**config.mk**
```make
export PLATFORM = sky130hd
export DESIGN_NAME = double_ended_queue_unit_flat
export DESIGN_NICKNAME = d
export VERILOG_FILES = /design/src/rtl/core/dequ_pkg.sv /design/src/rtl/core/dequ_req_if.sv /design/src/rtl/core/dequ_rsp_if.sv /design/src/rtl/core/dequ_ram.sv /design/src/rtl/core/dequ_ptr.sv /design/src/rtl/core/double_ended_queue_unit.sv /design/src/flat_wrapper.sv
export SDC_FILE = /design/constraint.sdc
export NUM_CORES = 1
export LEC_CHECK = 0
export BUFFER_PORTS_ARGS = -buffer_cell sky130_fd_sc_hd__buf_2
export CORE_UTILIZATION = 67
export DETAILED_ROUTE_END_ITERATION = 6
export GPL_TIMING_DRIVEN = 0
export PLACE_DENSITY_LB_ADDON = 0.25
export SETUP_SLACK_MARGIN = 0.1
export SKIP_LAST_GASP = 1
export SLEW_MARGIN = 20
export SYNTH_ARGS = -nofsm -noshare
export SYNTH_HDL_FRONTEND = slang
export SYNTH_SLANG_ARGS = --single-unit
export TNS_END_PERCENT = 100
```
**constraint.sdc**
```tcl
create_clock -name i_clk -period 12 [get_ports i_clk]
set_clock_uncertainty 0.1 [all_clocks]
set_input_delay 2.4 -clock i_clk [delete_from_list [all_inputs] [get_ports i_clk]]
set_output_delay 2.4 -clock i_clk [all_outputs]
set_load 0.03 [all_outputs]
```
**src/rtl/core/dequ_pkg.sv**
```systemverilog
// shared constants and types of the double-ended queue unit
`default_nettype none

package dequ_pkg;

    // default number of slots in the ring store
    localparam int unsigned DQ_CAPACITY = 16;

    // payload widths
    localparam int unsigned MODE_W = 3;
    localparam int unsigned DATA_W = 32;
    localparam int unsigned OCC_W  = 5;

    // operation codes carried in the mode field
    localparam logic [MODE_W-1:0] MODE_PUSH_FRONT = 3'd0;
    localparam logic [MODE_W-1:0] MODE_PUSH_BACK  = 3'd1;
    localparam logic [MODE_W-1:0] MODE_POP_FRONT  = 3'd2;
    localparam logic [MODE_W-1:0] MODE_POP_BACK   = 3'd3;
    localparam logic [MODE_W-1:0] MODE_PEEK       = 3'd4;

    // outcome of one operation, from the pointer logic to the top level
    typedef struct packed {
        logic ok;
        logic we;
    } t_step_flags;

endpackage

`default_nettype wire

```
**src/rtl/core/dequ_req_if.sv**
```systemverilog
// request channel: one operation per transfer
`default_nettype none

interface dequ_req_if;
    import dequ_pkg::*;

    logic                     valid;
    logic                     ready;
    logic [MODE_W-1:0]        mode;
    logic signed [DATA_W-1:0] value;

    modport source (output valid, output mode, output value, input ready);
    modport sink   (input valid, input mode, input value, output ready);
endinterface

`default_nettype wire

```
**src/rtl/core/dequ_rsp_if.sv**
```systemverilog
// response channel: one result per transfer
`default_nettype none

interface dequ_rsp_if;
    import dequ_pkg::*;

    logic                     valid;
    logic                     ready;
    logic                     ok;
    logic signed [DATA_W-1:0] front_value;
    logic signed [DATA_W-1:0] back_value;
    logic                     ends_valid;
    logic [OCC_W-1:0]         occupancy;

    modport source (output valid, output ok, output front_value, output back_value,
                    output ends_valid, output occupancy, input ready);
    modport sink   (input valid, input ok, input front_value, input back_value,
                    input ends_valid, input occupancy, output ready);
endinterface

`default_nettype wire

```
**src/rtl/core/dequ_ram.sv**
```systemverilog
// ring store: one write port and two registered read ports
`default_nettype none

module dequ_ram #(
    parameter int unsigned CAPACITY = dequ_pkg::DQ_CAPACITY,
    parameter int unsigned AW       = $clog2(CAPACITY)
) (
    input  wire logic                               i_clk,
    input  wire logic                               i_we,
    input  wire logic [AW-1:0]                      i_waddr,
    input  wire logic signed [dequ_pkg::DATA_W-1:0] i_wdata,
    input  wire logic [AW-1:0]                      i_raddr_a,
    input  wire logic [AW-1:0]                      i_raddr_b,
    output logic signed [dequ_pkg::DATA_W-1:0]      o_rdata_a,
    output logic signed [dequ_pkg::DATA_W-1:0]      o_rdata_b
);
    import dequ_pkg::*;

    logic signed [DATA_W-1:0] r_mem [CAPACITY];
    logic signed [DATA_W-1:0] r_rdata_a;
    logic signed [DATA_W-1:0] r_rdata_b;

    // write port
    always_ff @(posedge i_clk) begin
        if (i_we) begin
            r_mem[i_waddr] <= i_wdata;
        end
    end

    // read ports, registered
    always_ff @(posedge i_clk) begin
        r_rdata_a <= r_mem[i_raddr_a];
        r_rdata_b <= r_mem[i_raddr_b];
    end

    assign o_rdata_a = r_rdata_a;
    assign o_rdata_b = r_rdata_b;

endmodule

`default_nettype wire

```
**src/rtl/core/dequ_ptr.sv**
```systemverilog
// head index and element count of the ring, with the address arithmetic
`default_nettype none

module dequ_ptr #(
    parameter int unsigned CAPACITY = dequ_pkg::DQ_CAPACITY,
    parameter int unsigned AW       = $clog2(CAPACITY),
    parameter int unsigned CW       = $clog2(CAPACITY + 1)
) (
    input  wire logic                          i_clk,
    input  wire logic                          i_rst_n,
    input  wire logic                          i_step,
    input  wire logic [dequ_pkg::MODE_W-1:0]   i_mode,
    output dequ_pkg::t_step_flags              o_flags,
    output logic [AW-1:0]                      o_waddr,
    output logic [AW-1:0]                      o_front_addr,
    output logic [AW-1:0]                      o_back_addr,
    output logic [CW-1:0]                      o_count
);
    import dequ_pkg::*;

    localparam logic [AW-1:0] LAST_SLOT = AW'(CAPACITY - 1);
    localparam logic [AW:0]   CAP_EXT   = (AW + 1)'(CAPACITY);
    localparam logic [CW-1:0] CAP_CNT   = CW'(CAPACITY);

    logic [AW-1:0] r_head;
    logic [CW-1:0] r_count;
    logic [AW-1:0] n_head;
    logic [CW-1:0] n_count;

    logic          full;
    logic          empty;
    logic [AW-1:0] head_dec;
    logic [AW-1:0] head_inc;
    logic [AW:0]   tail_sum;
    logic [AW-1:0] tail_addr;
    logic [AW:0]   back_sum;
    t_step_flags   flags;

    // full and empty flags, neighbouring slots of the head and the first free slot behind the back
    always_comb begin
        full      = (r_count == CAP_CNT);
        empty     = (r_count == '0);
        head_dec  = (r_head == '0) ? LAST_SLOT : r_head - AW'(1);
        head_inc  = (r_head == LAST_SLOT) ? '0 : r_head + AW'(1);
        tail_sum  = {1'b0, r_head} + (AW + 1)'(r_count);
        tail_addr = (tail_sum >= CAP_EXT) ? AW'(tail_sum - CAP_EXT) : AW'(tail_sum);
    end

    // operation decode
    always_comb begin
        n_head   = r_head;
        n_count  = r_count;
        flags.ok = 1'b0;
        flags.we = 1'b0;
        o_waddr  = tail_addr;
        unique case (i_mode)
            MODE_PUSH_FRONT: begin
                o_waddr = head_dec;
                if (!full) begin
                    n_head   = head_dec;
                    n_count  = r_count + CW'(1);
                    flags.ok = 1'b1;
                    flags.we = 1'b1;
                end
            end
            MODE_PUSH_BACK: begin
                if (!full) begin
                    n_count  = r_count + CW'(1);
                    flags.ok = 1'b1;
                    flags.we = 1'b1;
                end
            end
            MODE_POP_FRONT: begin
                if (!empty) begin
                    n_head   = head_inc;
                    n_count  = r_count - CW'(1);
                    flags.ok = 1'b1;
                end
            end
            MODE_POP_BACK: begin
                if (!empty) begin
                    n_count  = r_count - CW'(1);
                    flags.ok = 1'b1;
                end
            end
            MODE_PEEK: begin
                flags.ok = 1'b1;
            end
            default: begin
                flags.ok = 1'b0;
            end
        endcase
    end

    // pointer registers, updated on each transfer
    always_ff @(posedge i_clk) begin
        if (!i_rst_n) begin
            r_head  <= '0;
            r_count <= '0;
        end else if (i_step) begin
            r_head  <= n_head;
            r_count <= n_count;
        end
    end

    // slot of the back element, meaningful only when not empty
    always_comb begin
        back_sum    = {1'b0, r_head} + (AW + 1)'(r_count) - (AW + 1)'(1);
        o_back_addr = (back_sum >= CAP_EXT) ? AW'(back_sum - CAP_EXT) : AW'(back_sum);
    end

    assign o_flags      = '{ok: flags.ok, we: flags.we & i_step};
    assign o_front_addr = r_head;
    assign o_count      = r_count;

endmodule

`default_nettype wire

```
**src/rtl/core/double_ended_queue_unit.sv**
```systemverilog
// top level of the double-ended queue unit
//
//   port    dir  role      payload
//   i_req   in   sink      mode, value
//   o_rsp   out  source    ok, front_value, back_value, ends_valid, occupancy
//
// The request transfer writes the store and updates the pointers, the S_READ state
// reads both ends and the S_LOAD state loads the result register once the output is
// free; a new request is taken only after the result of the last one has been loaded.
// Reset empties the queue; store contents are not cleared.
// A stalled response holds the result; the next request may already be taken.
`default_nettype none

module double_ended_queue_unit #(
    parameter int unsigned CAPACITY = dequ_pkg::DQ_CAPACITY
) (
    input  wire logic  i_clk,
    input  wire logic  i_rst_n,
    dequ_req_if.sink   i_req,
    dequ_rsp_if.source o_rsp
);
    import dequ_pkg::*;

    localparam int unsigned AW = $clog2(CAPACITY);
    localparam int unsigned CW = $clog2(CAPACITY + 1);

    typedef enum logic [1:0] {
        S_IDLE,
        S_READ,
        S_LOAD
    } t_state;

    t_state                   r_state;
    logic                     r_ok;
    logic                     r_valid;
    logic                     r_res_ok;
    logic signed [DATA_W-1:0] r_front;
    logic signed [DATA_W-1:0] r_back;
    logic                     r_ends;
    logic [OCC_W-1:0]         r_occ;

    logic                     accept;
    logic                     out_free;
    logic                     not_empty;
    t_step_flags              w_flags;
    logic [AW-1:0]            w_waddr;
    logic [AW-1:0]            w_front_addr;
    logic [AW-1:0]            w_back_addr;
    logic [CW-1:0]            w_count;
    logic signed [DATA_W-1:0] w_front_data;
    logic signed [DATA_W-1:0] w_back_data;

    assign accept    = i_req.valid && i_req.ready;
    assign out_free  = !r_valid || o_rsp.ready;
    assign not_empty = (w_count != '0);

    // head and count
    dequ_ptr #(
        .CAPACITY (CAPACITY),
        .AW       (AW),
        .CW       (CW)
    ) u_ptr (
        .i_clk        (i_clk),
        .i_rst_n      (i_rst_n),
        .i_step       (accept),
        .i_mode       (i_req.mode),
        .o_flags      (w_flags),
        .o_waddr      (w_waddr),
        .o_front_addr (w_front_addr),
        .o_back_addr  (w_back_addr),
        .o_count      (w_count)
    );

    // element store
    dequ_ram #(
        .CAPACITY (CAPACITY),
        .AW       (AW)
    ) u_ram (
        .i_clk     (i_clk),
        .i_we      (w_flags.we),
        .i_waddr   (w_waddr),
        .i_wdata   (i_req.value),
        .i_raddr_a (w_front_addr),
        .i_raddr_b (w_back_addr),
        .o_rdata_a (w_front_data),
        .o_rdata_b (w_back_data)
    );

    // sequencer and result register
    always_ff @(posedge i_clk) begin
        if (!i_rst_n) begin
            r_state <= S_IDLE;
            r_valid <= 1'b0;
        end else begin
            if (o_rsp.ready && (r_state != S_LOAD)) begin
                r_valid <= 1'b0;
            end
            unique case (r_state)
                S_IDLE: begin
                    if (accept) begin
                        r_ok    <= w_flags.ok;
                        r_state <= S_READ;
                    end
                end
                S_READ: begin
                    r_state <= S_LOAD;
                end
                S_LOAD: begin
                    if (out_free) begin
                        r_valid  <= 1'b1;
                        r_res_ok <= r_ok;
                        r_front  <= not_empty ? w_front_data : '0;
                        r_back   <= not_empty ? w_back_data : '0;
                        r_ends   <= not_empty;
                        r_occ    <= OCC_W'(w_count);
                        r_state  <= S_IDLE;
                    end
                end
                default: begin
                    r_state <= S_IDLE;
                end
            endcase
        end
    end

    assign i_req.ready       = (r_state == S_IDLE);
    assign o_rsp.valid       = r_valid;
    assign o_rsp.ok          = r_res_ok;
    assign o_rsp.front_value = r_front;
    assign o_rsp.back_value  = r_back;
    assign o_rsp.ends_valid  = r_ends;
    assign o_rsp.occupancy   = r_occ;

`ifndef SYNTH
    // count never exceeds the ring size
    a_count_range: assert property (@(posedge i_clk) disable iff (!i_rst_n)
        w_count <= CW'(CAPACITY))
        else $error("element count above capacity");

    // a refused operation leaves the count alone
    a_refused_stable: assert property (@(posedge i_clk) disable iff (!i_rst_n)
        (accept && !w_flags.ok) |=> (w_count == $past(w_count)))
        else $error("refused operation changed the count");

    // every transfer reaches the load state by way of the read state
    a_load_timing: assert property (@(posedge i_clk) disable iff (!i_rst_n)
        accept |-> ##2 (r_state == S_LOAD))
        else $error("read sequence out of step");

    // an empty result carries zero ends
    a_empty_ends: assert property (@(posedge i_clk) disable iff (!i_rst_n)
        (r_valid && !r_ends) |-> (r_front == '0 && r_back == '0 && r_occ == '0))
        else $error("empty result with non-zero ends");

    // the store is written only on a transfer
    a_write_on_transfer: assert property (@(posedge i_clk) disable iff (!i_rst_n)
        w_flags.we |-> (accept && w_flags.ok))
        else $error("store written outside a transfer");
`endif

endmodule

`default_nettype wire

```
**src/flat_wrapper.sv**
```systemverilog
// flat-port wrapper written by rule: the top's interface ports become plain ports
module double_ended_queue_unit_flat import dequ_pkg::*;
#(
    parameter int unsigned CAPACITY = dequ_pkg::DQ_CAPACITY
)
  (i_clk, i_rst_n, i_req_valid, i_req_mode, i_req_value, i_req_ready, o_rsp_valid, o_rsp_ok, o_rsp_front_value, o_rsp_back_value, o_rsp_ends_valid, o_rsp_occupancy, o_rsp_ready);
  dequ_req_if i_req_i ();
  dequ_rsp_if o_rsp_i ();
  input  wire logic i_clk;
  input  wire logic i_rst_n;
  input wire logic [$bits(i_req_i.valid)-1:0] i_req_valid;
  input wire logic [$bits(i_req_i.mode)-1:0] i_req_mode;
  input wire logic [$bits(i_req_i.value)-1:0] i_req_value;
  output wire logic [$bits(i_req_i.ready)-1:0] i_req_ready;
  output wire logic [$bits(o_rsp_i.valid)-1:0] o_rsp_valid;
  output wire logic [$bits(o_rsp_i.ok)-1:0] o_rsp_ok;
  output wire logic [$bits(o_rsp_i.front_value)-1:0] o_rsp_front_value;
  output wire logic [$bits(o_rsp_i.back_value)-1:0] o_rsp_back_value;
  output wire logic [$bits(o_rsp_i.ends_valid)-1:0] o_rsp_ends_valid;
  output wire logic [$bits(o_rsp_i.occupancy)-1:0] o_rsp_occupancy;
  input wire logic [$bits(o_rsp_i.ready)-1:0] o_rsp_ready;
  assign i_req_i.valid = i_req_valid;
  assign i_req_i.mode = i_req_mode;
  assign i_req_i.value = i_req_value;
  assign i_req_ready = i_req_i.ready;
  assign o_rsp_valid = o_rsp_i.valid;
  assign o_rsp_ok = o_rsp_i.ok;
  assign o_rsp_front_value = o_rsp_i.front_value;
  assign o_rsp_back_value = o_rsp_i.back_value;
  assign o_rsp_ends_valid = o_rsp_i.ends_valid;
  assign o_rsp_occupancy = o_rsp_i.occupancy;
  assign o_rsp_i.ready = o_rsp_ready;
  double_ended_queue_unit #(.CAPACITY(CAPACITY)) u_core (.i_clk(i_clk), .i_rst_n(i_rst_n), .i_req(i_req_i), .o_rsp(o_rsp_i));
endmodule
```
=== After elaboration in Yosys (flattened, before gate mapping) ===
Memory sizes are Yosys's and may differ from the RTL's. A register that Yosys moved wholly into a read port is not among the register bits.
Index checks and enable logic that the tools add are counted.

* Output and inout bits: 73
* RAM bits: 512
* Register bits: 84
* Bits of input ports: 39
* Memories: 1
* Logic and storage cells: 78

* $add $sub $neg: 8
* Magnitude comparators: 2
* Reduce and logical (&&, ||, !) cells: 18
* Bitwise operators: 1
* Equality and inequality tests: 15
* Mux-type cells: 23

{| class="wikitable"
|+ Memories
! memory !! words !! width !! read ports !! clocked after memory_dff !! wr ports !! line !! RTL
|-
| u_core.u_ram.r_mem || 16 || 32 || 2 || 2 || 1 || dequ_ram.sv:19 || <nowiki>logic signed [DATA_W-1:0] r_mem [CAPACITY];</nowiki>
|}

{| class="wikitable"
|+ Operators with widths
! cell !! number
|-
| 2-to-1 mux 4 bit || 7
|-
| inequality test 2 bit (second input constant) || 6
|-
| subtractor 4 x 1 -> 4 bit (second input constant) || 3
|-
| >= comparator 5 bit (second input constant) || 2
|-
| 2-to-1 mux 5 bit || 2
|-
| one-hot mux 5 bit (2 select lines) || 1
|-
| subtractor 5 x 1 -> 5 bit (second input constant) || 2
|-
| one-hot mux 4 bit (2 select lines) || 1
|-
| AND reduction 4 bit || 2
|-
| 2-to-1 mux 1 bit || 7
|-
| == test 3 x 2 -> 1 bit (second input constant) || 2
|-
| 2-to-1 mux 2 bit || 3
|-
| one-hot mux 2 bit (3 select lines) || 1
|-
| AND reduction 3 bit || 2
|-
| adder 4 x 5 -> 5 bit || 1
|-
| adder 5 x 1 -> 5 bit (second input constant) || 1
|-
| == test 5 bit (second input constant) || 1
|-
| zero test 5 bit || 1
|-
| nonzero test 5 bit || 1
|-
| adder 4 x 1 -> 4 bit (second input constant) || 1
|-
| == test 4 bit (second input constant) || 1
|-
| zero test 4 bit || 1
|-
| nonzero test 2 bit || 2
|-
| OR reduction 2 bit || 2
|-
| 13 further kinds || 14
|}

=== Longest topological paths before layout ===
* Word-level depth: 6
* Mapped depth: 11
* Gate-level depth less buffers: 7

=== Cells and area by module ===
Synthesis repeated with hierarchy kept, for this count alone.

* Cells, all modules: 1423
* Area, all modules: 28033.1 um2

{| class="wikitable"
|+ By module, submodules not included
! module !! area each (um2) !! times used !! seq. area each (um2) !! cells an instance
|-
| dequ_ram || 24188.2 || 1 || 16656.0 || 1141
|-
| double_ended_queue_unit || 2929.1 || 1 || 2222.1 || 167
|-
| dequ_ptr || 915.9 || 1 || 180.2 || 115
|}

=== Worst setup path after synthesis ===
OpenSTA, ideal clock, no wires.

* Path kind: input-to-reg
* Start point: in i_req_mode[1]
* End point: mem u_core.u_ram.r_mem[4][0] (enable)
* Arrival time: 4.862 ns
* Buffers on the path: 2
* Required time: 11.479 ns
* Stages: 6
* Setup slack: 6.616 ns
* Cell sequence: buf_2 > or3_1 > clkbuf_1 > a211oi_1 > nand2_1 > nor2_1

* Word-level cells in the longest chain between the ends: 6

{| class="wikitable"
|+ RTL lines
! item !! line !! RTL
|-
| start: declaration || flat_wrapper.sv:12 || <nowiki>input wire logic [$bits(i_req_i.mode)-1:0] i_req_mode;</nowiki>
|-
| == test 3 x 1 -> 1 bit or zero test 3 bit (tied branches) || dequ_ptr.sv:56 || <nowiki>unique case (i_mode)</nowiki>
|-
| OR reduction 2 bit (no line) || -- ||
|-
| 2-to-1 mux 1 bit || -- ||
|-
| bitwise AND 1 bit || dequ_ptr.sv:112 || <nowiki>assign o_flags = '{ok: flags.ok, we: flags.we & i_step};</nowiki>
|-
| 2-to-1 mux 1 bit || dequ_ram.sv:25 || <nowiki>if (i_we) begin</nowiki>
|-
| 2-to-1 mux 1 bit (not written as such) || dequ_ram.sv:26 || <nowiki>r_mem[i_waddr] <= i_wdata;</nowiki>
|-
| end: declaration || dequ_ram.sv:19 ||
|}

Several ways; a longest one is shown, not always the timed one.

=== Worst setup path in the final report ===
* Start point: reg u_core.u_ptr.r_count[0], in the netlist u_core.u_ptr.o_count[0]
* End point: reg u_core.u_ram.r_rdata_b[30], in the netlist u_core.u_ram.o_rdata_b[30], read port of u_core.u_ram.r_mem

* Word-level cells in the longest chain between the ends: 4

{| class="wikitable"
|+ RTL lines
! item !! line !! RTL
|-
| start: declaration || dequ_ptr.sv:26 || <nowiki>logic [CW-1:0] r_count;</nowiki>
|-
| start signal: assignment || dequ_ptr.sv:102 || <nowiki>r_count <= n_count;</nowiki>
|-
| adder 4 x 5 -> 5 bit * || dequ_ptr.sv:108 || <nowiki>back_sum = {1'b0, r_head} + (AW + 1)'(r_count) - (AW + 1)'(1);</nowiki>
|-
| subtractor 5 x 1 -> 5 bit * || dequ_ptr.sv:108 ||
|-
| subtractor 4 x 1 -> 4 bit or >= comparator 5 bit (tied branches) || dequ_ptr.sv:109 || <nowiki>o_back_addr = (back_sum >= CAP_EXT) ? AW'(back_sum - CAP_EXT) : AW'(back_sum);</nowiki>
|-
| 2-to-1 mux 4 bit * || dequ_ptr.sv:109 ||
|-
| end: declaration || dequ_ram.sv:21 || <nowiki>logic signed [DATA_W-1:0] r_rdata_b;</nowiki>
|}

Every way passes the cells marked *; elsewhere a longest branch is shown, timed or not.
A chain may end at the register's enable or synchronous reset.

==> flow_metrics.env <==
export IMPL_maxCapViolCount=0
export IMPL_whs_ps=334
export IMPL_antenna_found_initial=0
export IMPL_finalCritPeriodShare_pct=41.7
export IMPL_required_ps=12330
export IMPL_antenna_cells=0
export IMPL_fin_util_pct=77.6
export IMPL_cts_root_buf="clkbuf_16"
export IMPL_syn_avg_cell_area_sq_um=19.8
export IMPL_pre_cts_ws_ps=6700
export IMPL_met3_usage_pct=8.68
export IMPL_worst_pin_slew_ps=1000
export IMPL_final_cell_mix="edfxtp_1, mux4_2, buf_2, mux2i_1, dfxtp_1"
export IMPL_reg2reg_from="u_core.u_ptr.o_count[0]"
export IMPL_synthArstFlopShare_pct=0
export IMPL_gp_congestion=0.836
export IMPL_post_cts_resized=0
export IMPL_grt_pass1_vias=16900
export IMPL_ys_top_cells_by_area="edfxtp_1, mux4_2, dfxtp_1"
export IMPL_die_x_microns=208
export IMPL_synth_flop_cell="edfxtp_1"
export IMPL_nNetsFinal=1689
export IMPL_io_pins=112
export IMPL_ctsHoldBuffers=0
export IMPL_setup_worst_path_class="reg2reg"
export IMPL_area_delta_synth_final_pct=14.1
export IMPL_gr_usage_met1_pct=45.4
export IMPL_vias_per_cell=7.29
export IMPL_final_common_cell="edfxtp_1"
export IMPL_ys_ff_latch=660
export IMPL_slew_violations=0
export IMPL_r2r_slack_ps=7000
export IMPL_setup_ws_ps=7000
export IMPL_drt_wl_total_microns=73300
export IMPL_slew_headroom_pct=33.0
export IMPL_use_met2_pct=56.0
export IMPL_cp_endpoint="u_core.u_ram.o_rdata_b[30]"
export IMPL_die_h_microns=208
export IMPL_fin_setup_tns_ps=0
export IMPL_power_mw=5.36
export IMPL_outcome="completed"
export IMPL_dp_hpwl_microns=45900
export IMPL_cp_arrival_ps=5330
export IMPL_synthCells=1440
export IMPL_peakVddDrop_mv=0.133
export IMPL_grt_overflow_total=0
export IMPL_first_pass_iters=6
export IMPL_synth_edf_count=584
export IMPL_drc=0
export IMPL_path_max_fanout=10
export IMPL_synth_top_cell_area_share_pct=61.5
export IMPL_ant_nets=0
export IMPL_min_period_ps=5000
export IMPL_cts_max_level=3
export IMPL_hold_viol=0
export IMPL_io_buffer_count=110
export IMPL_globalRoute_busiestLayer="met2"
export IMPL_drt_wirelength_per_cell_microns=32.9
export IMPL_startpoint="u_core.u_ptr.o_count[0]"
export IMPL_initial_core_util_pct=68.0
export IMPL_dp_cells=2109
export IMPL_final_cells=2229
export IMPL_hp_class="reg2reg"
export IMPL_startpoint_type="flip-flop"
export IMPL_vias=16200
export IMPL_path_clk_slew_ps=70
export IMPL_cts_tree="built"
export IMPL_p_per_area_nw_per_um2=165
export IMPL_max_freq_ghz=0.200
export IMPL_reg2reg_to="u_core.u_ram.o_rdata_b[30]"
export IMPL_grt_usage_pct=34.8
export IMPL_grt_first_pass_wirelength_microns=107000
export IMPL_rsz0062_at_grt="no"
export IMPL_cts_setup_buffers=0
export IMPL_rows=75
export IMPL_dieArea_sq_um=43400
export IMPL_clk_latency_ps=590
export IMPL_ys_seq_area_share_pct=66.8
export IMPL_layout_drive_gt1_share_pct=33.7
export IMPL_netlist_area_sq_um=28500
export IMPL_drtIter0Drc=2364
export IMPL_yosysUniqueCellTypes=46
export IMPL_ys_warn_count=0
export IMPL_syn_nets=1490
export IMPL_fp_coreArea_sq_um=41900
export IMPL_endpoint_kind="flip-flop"
export IMPL_r2r_cells=11
export IMPL_setup_violations=0
export IMPL_grt_max_degree=48
export IMPL_dpl_cell_area_sq_um=30400
export IMPL_cts_max_path_buffers=3
export IMPL_yosys_area_top_type="edfxtp_1"
export IMPL_cts_made_buffers=67
export IMPL_p_leak_nw=10.5
export IMPL_design_area_sq_um=32600
export IMPL_clock_sinks=660
==> per-layer routing <==
layer	wire [microns]	vias up
li1	-	6392
met1	25200	8278
met2	36300	1330
met3	8670	244
met4	3170	0
met5	0	-
==> cell type report <==
class,instances,area (sq um)
Multi-Input combinational cell,673,9100
Inverter,7,26.3
Fill cell,2099,9390
Clock buffer,94,1940
Tap cell,539,674
Clock inverter,26,226
Buffer,100,480
Timing Repair Buffer,130,1060
Sequential cell,660,19100
==> cells in the mapped netlist (7+ instances only) <==
cell type and number:
mux2i_1 132, nor2b_1 70, ha_1 9, mux4_2 256, nor2_1 26, clkbuf_1 38
xnor2_1 7, and2_1 37, a211oi_1 34, a21oi_1 38, edfxtp_1 584, nand2_1 11
dfxtp_1 76, buf_2 54, inv_1 7
==> critical path, cell delays in order, from the launching register on <==
cell and delay (ps):
dfxtp_1 380, ha_1 320, clkbuf_1 370, buf_2 440, buf_4 350, inv_1 130, ha_1 350, clkbuf_1 710
clkbuf_1 820, mux4_2 440, mux2i_1 280, mux2i_1 160
==> state kept, by name, indices dropped and copies added (netlist names), 2 cells and up <==
| signal | cells |
|---|---|
| u_core.u_ptr.o_front_addr | 4 |
| u_core.o_rsp.occupancy | 5 |
| u_core.u_ram.r_mem | 512 |
| u_core.o_rsp.back_value | 32 |
| u_core.u_ram.o_rdata_a | 32 |
| u_core.o_rsp.front_value | 32 |
| u_core.u_ptr.o_count | 5 |
| u_core.r_state | 2 |
| u_core.u_ram.o_rdata_b | 32 |
==> cell families after synthesis <==
group                      count (synthesis)  synth area share (%)
xor gates and xnor gates                  13                 0.504
and+or+nand+nor                          161                  3.22
muxes                                    388                  24.8
buffers and inverters                    107                  1.78
adders and majority gates                 11                 0.535
DFF                                      660                  66.8
AOI/OAI and AO/OA                        100                  2.35
==> worst min-delay path by stage <==
stage                            from              end  slack (ps)  depth (start not counted)
final                     u_core.r_ok  u_core.o_rsp.ok         330                          0
after global routing      u_core.r_ok  u_core.o_rsp.ok         330                          0
after global placement    u_core.r_ok  u_core.o_rsp.ok         310                          0
after CTS                 u_core.r_ok  u_core.o_rsp.ok         330                          0
after detailed placement  u_core.r_ok  u_core.o_rsp.ok         320                          0
after floorplan           u_core.r_ok  u_core.o_rsp.ok         300                          0
==> where the power goes <==
group,internal (mW),switching [mW]
Combinational,0.296,0.405
Clock,1.21,0.842
Sequential,2.58,0.0244
Total,4.09,1.27
No activity file was read; power rests on OpenSTA's default activity.
